$ cat src/hw/rtl/shift_register_rng_288_defines.svh
// assertion macros for the shift register generator
`ifndef SHIFT_REGISTER_RNG_288_DEFINES_SVH
`define SHIFT_REGISTER_RNG_288_DEFINES_SVH

`ifndef SYNTHESIS
`define SRR_ASSERT(lbl, clk, rst_n, prop) \
  lbl: assert property (@(posedge clk) disable iff (!rst_n) prop) \
    else $error("srr assertion failed");
`define SRR_NEVER(lbl, clk, rst_n, cond) \
  lbl: assert property (@(posedge clk) disable iff (!rst_n) !(cond)) \
    else $error("srr forbidden condition");
`else
`define SRR_ASSERT(lbl, clk, rst_n, prop)
`define SRR_NEVER(lbl, clk, rst_n, cond)
`endif

`endif

$ cat src/hw/rtl/srr_pkg.sv
package srr_pkg;

  localparam int WordW    = 32;
  localparam int NumWords = 9;
  localparam int IdxW     = 4;
  localparam int ValW     = 54;
  localparam int OpW      = 2;
  localparam int CntW     = 4;

  localparam logic [WordW-1:0] SeedMul     = 32'd69607;
  localparam logic [WordW-1:0] SeedInc     = 32'd54329;
  localparam logic [WordW-1:0] SeedDefault = 32'd32767;
  localparam logic [WordW-1:0] MixMask     = 32'h0000_7ffc;

  localparam logic [IdxW-1:0] IdxFull  = 4'(NumWords);
  localparam logic [CntW-1:0] LastStep = 4'(NumWords - 1);

  typedef enum logic [OpW-1:0] {
    OP_WORD = 2'd0,
    OP_FRAC = 2'd1,
    OP_SEED = 2'd2
  } op_e;

  typedef struct packed {
    logic shift;
    logic seed_mode;
    logic lcg_load;
  } ring_ctrl_t;

  function automatic logic [WordW-1:0] mix_word(input logic [WordW-1:0] a,
                                                input logic [WordW-1:0] b,
                                                input logic [WordW-1:0] c);
    logic [WordW-1:0] left;
    logic [WordW-1:0] rot;
    left = ((b << 2) & MixMask) | ((a << 2) & ~MixMask) | (a >> 30);
    rot  = {c[WordW-2:0], c[WordW-1]};
    return left ^ rot;
  endfunction

endpackage

$ cat src/hw/rtl/srr_cell.sv
module srr_cell (
  input  logic                         clk_i,
  input  logic                         en_i,
  input  logic [srr_pkg::WordW-1:0]    d_i,
  output logic [srr_pkg::WordW-1:0]    q_o
);

  logic [srr_pkg::WordW-1:0] word_q;

  always_ff @(posedge clk_i) begin
    if (en_i) begin
      word_q <= d_i;
    end
  end

  assign q_o = word_q;

endmodule

$ cat src/hw/rtl/srr_ring.sv
module srr_ring (
  input  logic                         clk_i,
  input  logic                         rst_ni,
  input  srr_pkg::ring_ctrl_t          ctrl_i,
  input  logic [srr_pkg::WordW-1:0]    seed_i,
  input  logic [srr_pkg::IdxW-1:0]     rd_idx_i,
  output logic [srr_pkg::WordW-1:0]    rd_word_o
);

  logic [srr_pkg::WordW-1:0] word_w [srr_pkg::NumWords];
  logic [srr_pkg::WordW-1:0] feed_w [srr_pkg::NumWords];
  logic [srr_pkg::WordW-1:0] lcg_q, lcg_d;

  // ring rotates toward cell 0; the active step always sits at cell 0
  always_comb begin
    for (int i = 0; i < srr_pkg::NumWords - 1; i++) begin
      feed_w[i] = word_w[i+1];
    end
    if (ctrl_i.seed_mode) begin
      feed_w[srr_pkg::NumWords-1] = lcg_q;
    end else begin
      feed_w[0] = word_w[1] ^ word_w[0];
      feed_w[srr_pkg::NumWords-1] = srr_pkg::mix_word(word_w[2], word_w[3], word_w[0]);
    end
  end

  for (genvar g = 0; g < srr_pkg::NumWords; g++) begin : g_cell
    srr_cell u_cell (
      .clk_i (clk_i),
      .en_i  (ctrl_i.shift),
      .d_i   (feed_w[g]),
      .q_o   (word_w[g])
    );
  end

  always_comb begin
    lcg_d = lcg_q;
    if (ctrl_i.lcg_load) begin
      lcg_d = (seed_i == '0) ? srr_pkg::SeedDefault : seed_i;
    end else if (ctrl_i.shift && ctrl_i.seed_mode) begin
      lcg_d = 32'(lcg_q * srr_pkg::SeedMul + srr_pkg::SeedInc);
    end
  end

  always_ff @(posedge clk_i or negedge rst_ni) begin
    if (!rst_ni) begin
      lcg_q <= srr_pkg::SeedDefault;
    end else begin
      lcg_q <= lcg_d;
    end
  end

  assign rd_word_o = word_w[rd_idx_i];

endmodule

$ cat src/hw/rtl/shift_register_rng_288.sv
// word draw: ST_RD1 loads the result; ST_ADV runs first when the ring must advance
// fraction draw: ST_RD1, ST_RD2; ST_ADV (9 cell steps) first if the ring must advance
// reseed: no result; the ring shifts in one seed word per cycle
// reset seeds the ring with 32767 in ST_SEED, in_ready_o low meanwhile
// one word in flight; the next is accepted while a result waits in the output register
`include "shift_register_rng_288_defines.svh"

module shift_register_rng_288 (
  input  logic                         clk_i,
  input  logic                         rst_ni,
  input  logic                         in_valid_i,
  output logic                         in_ready_o,
  input  logic [srr_pkg::OpW-1:0]      op_i,
  input  logic [srr_pkg::WordW-1:0]    seed_i,
  output logic                         out_valid_o,
  input  logic                         out_ready_i,
  output logic [srr_pkg::ValW-1:0]     value_o
);

  typedef enum logic [4:0] {
    ST_IDLE = 5'b00001,
    ST_ADV  = 5'b00010,
    ST_SEED = 5'b00100,
    ST_RD1  = 5'b01000,
    ST_RD2  = 5'b10000
  } state_e;

  state_e                      state_q, state_d;
  logic [srr_pkg::CntW-1:0]    cnt_q, cnt_d;
  logic [srr_pkg::IdxW-1:0]    idx_q, idx_d;
  logic                        frac_q, frac_d;
  logic [srr_pkg::WordW-1:0]   hi_q, hi_d;
  logic                        out_valid_q, out_valid_d;
  logic [srr_pkg::ValW-1:0]    value_q, value_d;
  srr_pkg::ring_ctrl_t         ring_ctrl;
  logic [srr_pkg::WordW-1:0]   rd_word;
  logic                        out_free;

  srr_ring u_ring (
    .clk_i     (clk_i),
    .rst_ni    (rst_ni),
    .ctrl_i    (ring_ctrl),
    .seed_i    (seed_i),
    .rd_idx_i  (idx_q - 4'd1),
    .rd_word_o (rd_word)
  );

  assign in_ready_o = (state_q == ST_IDLE);
  assign out_free   = !out_valid_q || out_ready_i;

  always_comb begin
    state_d     = state_q;
    cnt_d       = cnt_q;
    idx_d       = idx_q;
    frac_d      = frac_q;
    hi_d        = hi_q;
    out_valid_d = out_valid_q && !out_ready_i;
    value_d     = value_q;
    ring_ctrl   = '0;
    unique case (state_q)
      ST_IDLE: begin
        if (in_valid_i) begin
          cnt_d = '0;
          case (srr_pkg::op_e'(op_i))
            srr_pkg::OP_WORD: begin
              frac_d  = 1'b0;
              state_d = (idx_q <= 4'd1) ? ST_ADV : ST_RD1;
            end
            srr_pkg::OP_FRAC: begin
              frac_d  = 1'b1;
              state_d = (idx_q <= 4'd2) ? ST_ADV : ST_RD1;
            end
            srr_pkg::OP_SEED: begin
              ring_ctrl.lcg_load = 1'b1;
              state_d            = ST_SEED;
            end
            default: ;
          endcase
        end
      end
      ST_ADV: begin
        ring_ctrl.shift = 1'b1;
        cnt_d           = cnt_q + 4'd1;
        if (cnt_q == srr_pkg::LastStep) begin
          cnt_d   = '0;
          idx_d   = srr_pkg::IdxFull;
          state_d = ST_RD1;
        end
      end
      ST_SEED: begin
        ring_ctrl.shift     = 1'b1;
        ring_ctrl.seed_mode = 1'b1;
        cnt_d               = cnt_q + 4'd1;
        if (cnt_q == srr_pkg::LastStep) begin
          cnt_d   = '0;
          idx_d   = srr_pkg::IdxFull;
          state_d = ST_IDLE;
        end
      end
      ST_RD1: begin
        if (frac_q) begin
          hi_d    = rd_word;
          idx_d   = idx_q - 4'd1;
          state_d = ST_RD2;
        end else if (out_free) begin
          value_d     = {{(srr_pkg::ValW - srr_pkg::WordW){1'b0}}, rd_word};
          out_valid_d = 1'b1;
          idx_d       = idx_q - 4'd1;
          state_d     = ST_IDLE;
        end
      end
      ST_RD2: begin
        if (out_free) begin
          value_d     = {hi_q, rd_word[31:11], 1'b1};
          out_valid_d = 1'b1;
          idx_d       = idx_q - 4'd1;
          state_d     = ST_IDLE;
        end
      end
      default: state_d = ST_IDLE;
    endcase
  end

  always_ff @(posedge clk_i or negedge rst_ni) begin
    if (!rst_ni) begin
      state_q     <= ST_SEED;
      cnt_q       <= '0;
      idx_q       <= srr_pkg::IdxFull;
      frac_q      <= 1'b0;
      out_valid_q <= 1'b0;
    end else begin
      state_q     <= state_d;
      cnt_q       <= cnt_d;
      idx_q       <= idx_d;
      frac_q      <= frac_d;
      out_valid_q <= out_valid_d;
    end
  end

  always_ff @(posedge clk_i) begin
    hi_q    <= hi_d;
    value_q <= value_d;
  end

  assign out_valid_o = out_valid_q;
  assign value_o     = value_q;

  `SRR_ASSERT(a_rd1_idx, clk_i, rst_ni, (state_q == ST_RD1) |-> (idx_q != 4'd0 && idx_q <= srr_pkg::IdxFull))
  `SRR_ASSERT(a_rd2_idx, clk_i, rst_ni, (state_q == ST_RD2) |-> (frac_q && idx_q >= 4'd1))
  `SRR_ASSERT(a_adv_end, clk_i, rst_ni, (state_q == ST_ADV && cnt_q == srr_pkg::LastStep) |=> (state_q == ST_RD1 && idx_q == srr_pkg::IdxFull))
  `SRR_ASSERT(a_seed_go, clk_i, rst_ni, (in_valid_i && in_ready_o && op_i == srr_pkg::OP_SEED) |=> (state_q == ST_SEED && cnt_q == 4'd0))
  `SRR_NEVER(a_idle_cnt, clk_i, rst_ni, state_q == ST_IDLE && cnt_q != 4'd0)

endmodule

$ cat config.mk
export PLATFORM = sky130hd
export DESIGN_NAME = shift_register_rng_288
export DESIGN_NICKNAME = d
export VERILOG_FILES = /design/src/hw/rtl/srr_pkg.sv /design/src/hw/rtl/srr_cell.sv /design/src/hw/rtl/srr_ring.sv /design/src/hw/rtl/shift_register_rng_288.sv
export VERILOG_INCLUDE_DIRS = /design/src /design/src/hw/rtl
export SDC_FILE = /design/constraint.sdc
export NUM_CORES = 1
export LEC_CHECK = 0
export BUFFER_PORTS_ARGS = -buffer_cell sky130_fd_sc_hd__buf_2
export CAP_MARGIN = 5
export CORE_ASPECT_RATIO = 0.5
export CORE_MARGIN = 2
export CORE_UTILIZATION = 60
export DETAILED_ROUTE_END_ITERATION = 12
export GPL_TIMING_DRIVEN = 1
export PLACE_DENSITY = 0.78
export SYNTH_ARGS = -nofsm -noshare
export SYNTH_HDL_FRONTEND = slang
export SYNTH_SLANG_ARGS = --single-unit
$ cat constraint.sdc
create_clock -name clk_i -period 15.82 [get_ports clk_i]
set_input_delay 0.791 -clock clk_i [delete_from_list [all_inputs] [get_ports clk_i]]
set_output_delay 0.791 -clock clk_i [all_outputs]
set_load 0.01 [all_outputs]
# Yosys cells after proc, flatten, opt, wreduce, memory -nomap -nowiden

Index checks and enable logic that the tools add are counted.

Register bits: 421
Input bits: 38
Output and inout port bits: 56
Word-level logic and storage cells: 101

Add/subtract/negate cells: 3
Multipliers: 1
$lt $le $gt $ge: 3
Equality and inequality tests: 16
Muxes and demuxes: 37
Bitwise operators: 5
Reduce and logical (&&, ||, !) cells: 19

Operator list:

| kind                   | number |
|---|---|
| $mux 32                | 7 |
| $mux 54                | 3 |
| $bmux 32 s4            | 1 |
| $pmux 54 s2            | 1 |
| $xor 32x32->32         | 2 |
| $add 32x16->32 const B | 1 |
| $logic_not 32->1       | 1 |
| $mul 32x17->32 const B | 1 |
| $or 15x32->32          | 1 |
| $or 32x2->32           | 1 |
| $mux 4                 | 7 |
| $mux 5                 | 5 |
| $pmux 5 s5             | 1 |
| $pmux 5 s3             | 1 |
| $ne 2x2->1 const B     | 6 |
| $pmux 4 s3             | 1 |
| $pmux 4 s2             | 1 |
| $reduce_and 4->1       | 2 |
| $reduce_bool 2->1      | 4 |
| $mux 1                 | 7 |
| $reduce_and 2->1       | 3 |
| $eq 5x1->1 const B     | 1 |
| $eq 5x2->1 const B     | 1 |
| $eq 5x3->1 const B     | 1 |
| 21 further kinds       | 24 |

# Depth between registers and ports, before layout

Depth in word-level cells: 8
Mapped depth: 22
Gate-level depth less buffers: 21

# Cells and area by module

A second synthesis with hierarchy kept.

Cells, all modules: 1,956
Area, all modules: 25,304.3 um^2

By module, submodules not included:

| module                 | times used | cells an instance | area each (um^2) | sequential area each (um^2) |
|---|---|---|---|---|
| srr_ring               | 1          | 1,337             | 12,416.9         | 819.5 |
| srr_cell               | 9          | 32                | 960.9            | 960.9 |
| shift_register_rng_288 | 1          | 331               | 4,239.1          | 2,961.6 |

# Least setup slack after synthesis

OpenSTA, ideal clock, no wires.

Path type: reg-to-reg
Start point: register state_q[2]
End point: register cnt_q[2] (netlist bit)
Setup time: 138 ps
Arrival: 7,890 ps
Required time: 15,682 ps
Path slack: 7,792 ps
Stages on the path, launching flop included: 7
Buffers on the path: 1
Period minus slack after synthesis: 8,028 ps
Cell sequence: dfstp_2 -> clkbuf_1 -> nand3_1 -> nand2_1 -> a21oi_1 -> o21ai_0 -> o21ai_0

Cells in the longest elaborated chain, start to end: 4
Elaborated cells between the ends (all ways): 8
Those cells by class: eq/ne: 4; mux: 1; reduce/logical: 3

RTL lines:

| item                                     | line                          | RTL |
|---|---|---|
| start: declaration                       | shift_register_rng_288.sv:28  | `state_e state_q, state_d;` |
| start signal: assignment                 | shift_register_rng_288.sv:132 | `state_q <= state_d;` |
| $eq 5x3->1 or $eq 5x2->1 (tied branches) | shift_register_rng_288.sv:60  | `unique case (state_q)` |
| $reduce_or 2->1 (no source line)         | n/a                           |  |
| $reduce_bool 2->1 (no source line)       | n/a                           |  |
| $reduce_and 2->1 (no source line)        | n/a                           |  |
| end signal: assignment                   | shift_register_rng_288.sv:133 | `cnt_q <= cnt_d;` |
| end: declaration                         | shift_register_rng_288.sv:29  | `logic [srr_pkg::CntW-1:0] cnt_q, cnt_d;` |

Several ways; a longest one is shown, not always the timed one.
A chain may end at the register's enable or synchronous reset.

# Final worst setup path

Start point: register u_ring.lcg_q[5] (netlist bit)
End point: register u_ring.lcg_q[31] (netlist bit)

Cells in the longest elaborated chain, start to end: 4

RTL lines:

| item                     | line           | RTL |
|---|---|---|
| start: declaration       | srr_ring.sv:12 | `logic [srr_pkg::WordW-1:0] lcg_q, lcg_d;` |
| start signal: assignment | srr_ring.sv:47 | `lcg_q <= srr_pkg::SeedDefault;` |
| start signal: assignment | srr_ring.sv:49 | `lcg_q <= lcg_d;` |
| $mul 32x17->32           | srr_ring.sv:41 | `lcg_d = 32'(lcg_q * srr_pkg::SeedMul + srr_pkg::SeedInc);` |
| $add 32x16->32           | srr_ring.sv:41 |  |
| $mux 32                  | srr_ring.sv:40 | `end else if (ctrl_i.shift && ctrl_i.seed_mode) begin` |
| $mux 32                  | srr_ring.sv:38 | `if (ctrl_i.lcg_load) begin` |

No other way between the ends. The select of a mux whose other input is x is not followed.

==> impl_metrics.json <==
{
  "placedCellCount": 2530,
  "io_buffers": 93,
  "synth_edf_count": 374,
  "yosysTopAreaCellShare_pct": 45.1,
  "synth_warnings": 0,
  "tightest_slew_ns": 1.12,
  "vias": 15302,
  "met3_usage_pct": 7.77,
  "synth.most_common_cell": "edfxtp_1",
  "critical-path-max-stage-delay_ns": 0.61,
  "first_pass_iters": 5,
  "crit_family": "adder cells",
  "grt_overflow_total": 0,
  "grt_use_total_pct": 28.1,
  "cts_buffers": 39,
  "multi_input_area_um2": 11100,
  "seq_area_um2": 12400,
  "setup_viol": 0,
  "hold_buffers": 0,
  "synth_seq_cells": 421,
  "fin_crit_sh_pct": 40.7,
  "drc": 0,
  "finalClockSkew_ns": 0.0229,
  "h-tree-depth": 2,
  "clk_pin_slew_ns": 0.07,
  "dr.first_iter.drc_count": 1690,
  "grt-busiest-layer": "met2",
  "yosysTopAreaCell": "edfxtp_1",
  "crit_chain": "inv_1 -> fa_1 -> inv_1 -> fa_1 -> inv_1 -> fa_1 -> inv_1 -> fa_1 -> fa_1 -> inv_1 -> fa_1 -> inv_1 -> ha_1 -> a21oi_1 -> o221ai_1 -> o311ai_1 -> nand2_1 -> a41oi_1 -> o21ai_1 -> xnor2_1 -> o21ai_1",
  "drt-vias-per-instance": 5.89,
  "stdcell_count": 2600,
  "routedWlPerCell_um": 22.4,
  "coreArea_um2": 40700,
  "use_met2_pct": 43.6,
  "whs_ns": 0.377,
  "drt-total-wl_mm": 58.3,
  "fin_area_um2": 27300,
  "maxSlewViolCount": 0,
  "fin_crit_ns": 6.45,
  "critical_path.max_fanout": 6,
  "cts_tree": "yes",
  "crit_path_end_kind": "register",
  "maxClockFrequency_mhz": 155,
  "drive_gt1_share_pct": 12.7,
  "ioPinCount": 94,
  "cts_sinks": 421,
  "slowest_stage": "fa_1",
  "syn-num-nets": 2297,
  "antenna_found_initial": 2,
  "cts_resized": 0,
  "crit_arrival_ns": 6.84,
  "placed_cell_area_um2": 26000,
  "final_hold_viol_count": 0,
  "postCtsSetupRepairBufs": 0,
  "relSlewSlack_pct": 25.5,
  "rsz0062_at_grt": "false",
  "dieArea_um2": 43300,
  "setup_tns_ns": 0,
  "crit_type": "reg2reg",
  "n_fill_cell": 2781,
  "syn_area_per_cell_um2": 12.9,
  "ys_async_sr_fraction_pct": 11.2,
  "status": "finished, final reports clean",
  "die_h_um": 148,
  "globalplace.congestion": 0.972,
  "ant_nets": 0,
  "syn_area_um2": 24900,
  "synth_cells": 1938,
  "hpwl_mm": 41.2,
  "startpoint_type": "register",
  "clockRootBuffer": "clkbuf_16",
  "path_buf_inv": 6,
  "use_met1_pct": 39.4,
  "grt_start_max_net_pins": 91,
  "die_w_um": 292,
  "netlist_top_cells_count": "374 x edfxtp_1, 321 x inv_1, 171 x fa_1",
  "area_delta_synth_final_pct": 9.70,
  "ys_seq_area_share_pct": 49.9,
  "synth_cell_types": 57,
  "synth_flop_cell": "edfxtp_1",
  "nets": 2390,
  "synth_area_leaders": "edfxtp_1 45%, fa_1 14%, ha_1 7.5%",
  "clkLatencyLatePin_ns": 0.55,
  "cts.path.max_buffers": 3,
  "row_count": 52,
  "hold_class": "in2async",
  "crit_required_ns": 16.22,
  "drv_cap": 0,
  "grt_pass1_wl_mm": 91.6,
  "grt_pass1_vias": 16033,
  "initial_core_util_pct": 61.3
}
[area by class of cell]
cell class	count	area share [%]
Clock inverter	18	0.865
Antenna cell	1	0.00916
Sequential cell	421	45.5
Clock buffer	51	3.89
Timing Repair Buffer	109	2.14
Tap cell	540	2.47
Inverter	321	4.41
Multi-Input combinational cell	1139	40.7
[per-stage QoR]
stage          utilization (%)  setup WS (ns)
2_1_floorplan                -           7.79
3_3_place_gp              64.0           9.48
3_5_place_dp              64.0           9.35
4_1_cts                   67.2           9.35
5_1_grt                   67.2           8.94
6_report                  67.2           9.37
[placed cells by master (no fill, tap or decap), types with 14 or more instances in the layout]
master and instances:
clkbuf_16 40, nor2_1 129, inv_1 321, mux4_2 64, xnor2_1 90, ha_1 149
fa_1 171, o21ai_1 26, nand3_1 14, dfstp_2 17, and2_1 24, edfxtp_1 374
xor2_1 26, dfrtp_1 29, buf_4 16, o21ai_0 84, buf_2 93, a21oi_1 56
mux2i_1 32, nand2_1 144
[flip-flops by register name, indices dropped and copies added (netlist names)]
signal / count
cnt_q: 4
frac_q: 1
hi_q: 32
idx_q: 4
out_valid_o: 1
state_q: 5
u_ring.g_cell.u_cell.q_o: 288
u_ring.lcg_q: 32
value_o: 54
[path summary, 6_finish.rpt]
path / depth (start not counted) / slack [ns] / endpoint / startpoint
min reg2reg: 0 / 0.44 / u_ring.g_cell[4].u_cell.q_o[20] / u_ring.g_cell[5].u_cell.q_o[20]
min in group clk_i: 0 / 0.44 / u_ring.g_cell[4].u_cell.q_o[20] / u_ring.g_cell[5].u_cell.q_o[20]
max: 21 / 9.37 / u_ring.lcg_q[31] / u_ring.lcg_q[5]
max in group asynchronous: 2 / 15.01 / out_valid_o / rst_ni
min: 2 / 0.38 / u_ring.lcg_q[17] / rst_ni
max reg2reg: 21 / 9.37 / u_ring.lcg_q[31] / u_ring.lcg_q[5]
[cell families (layout without fill, tap and decap cells)]
group           Yosys count  after routing  synth area share [%]
compound gates          233            233                  5.40
xor+xnor                118            118                  4.15
fa+ha+maj               321            321                  21.3
buf+inv                 378            499                  5.75
flops                   421            421                  49.9
mux                      96             96                  7.07
other cells               0              1                     0
simple gates            371            371                  6.47
[routing by layer]
| layer | share of wire [%] | vias up |
|---|---|---|
| met2 | 46 | 720 |
| met4 | 3.0 | 0 |
| met5 | 0 | - |
| met1 | 41 | 7695 |
| met3 | 10 | 96 |
| li1 | - | 6791 |
Power is left out: the tool's default activity adds up to more than one toggle a clock period on the data nets, which glitch-free logic cannot reach.
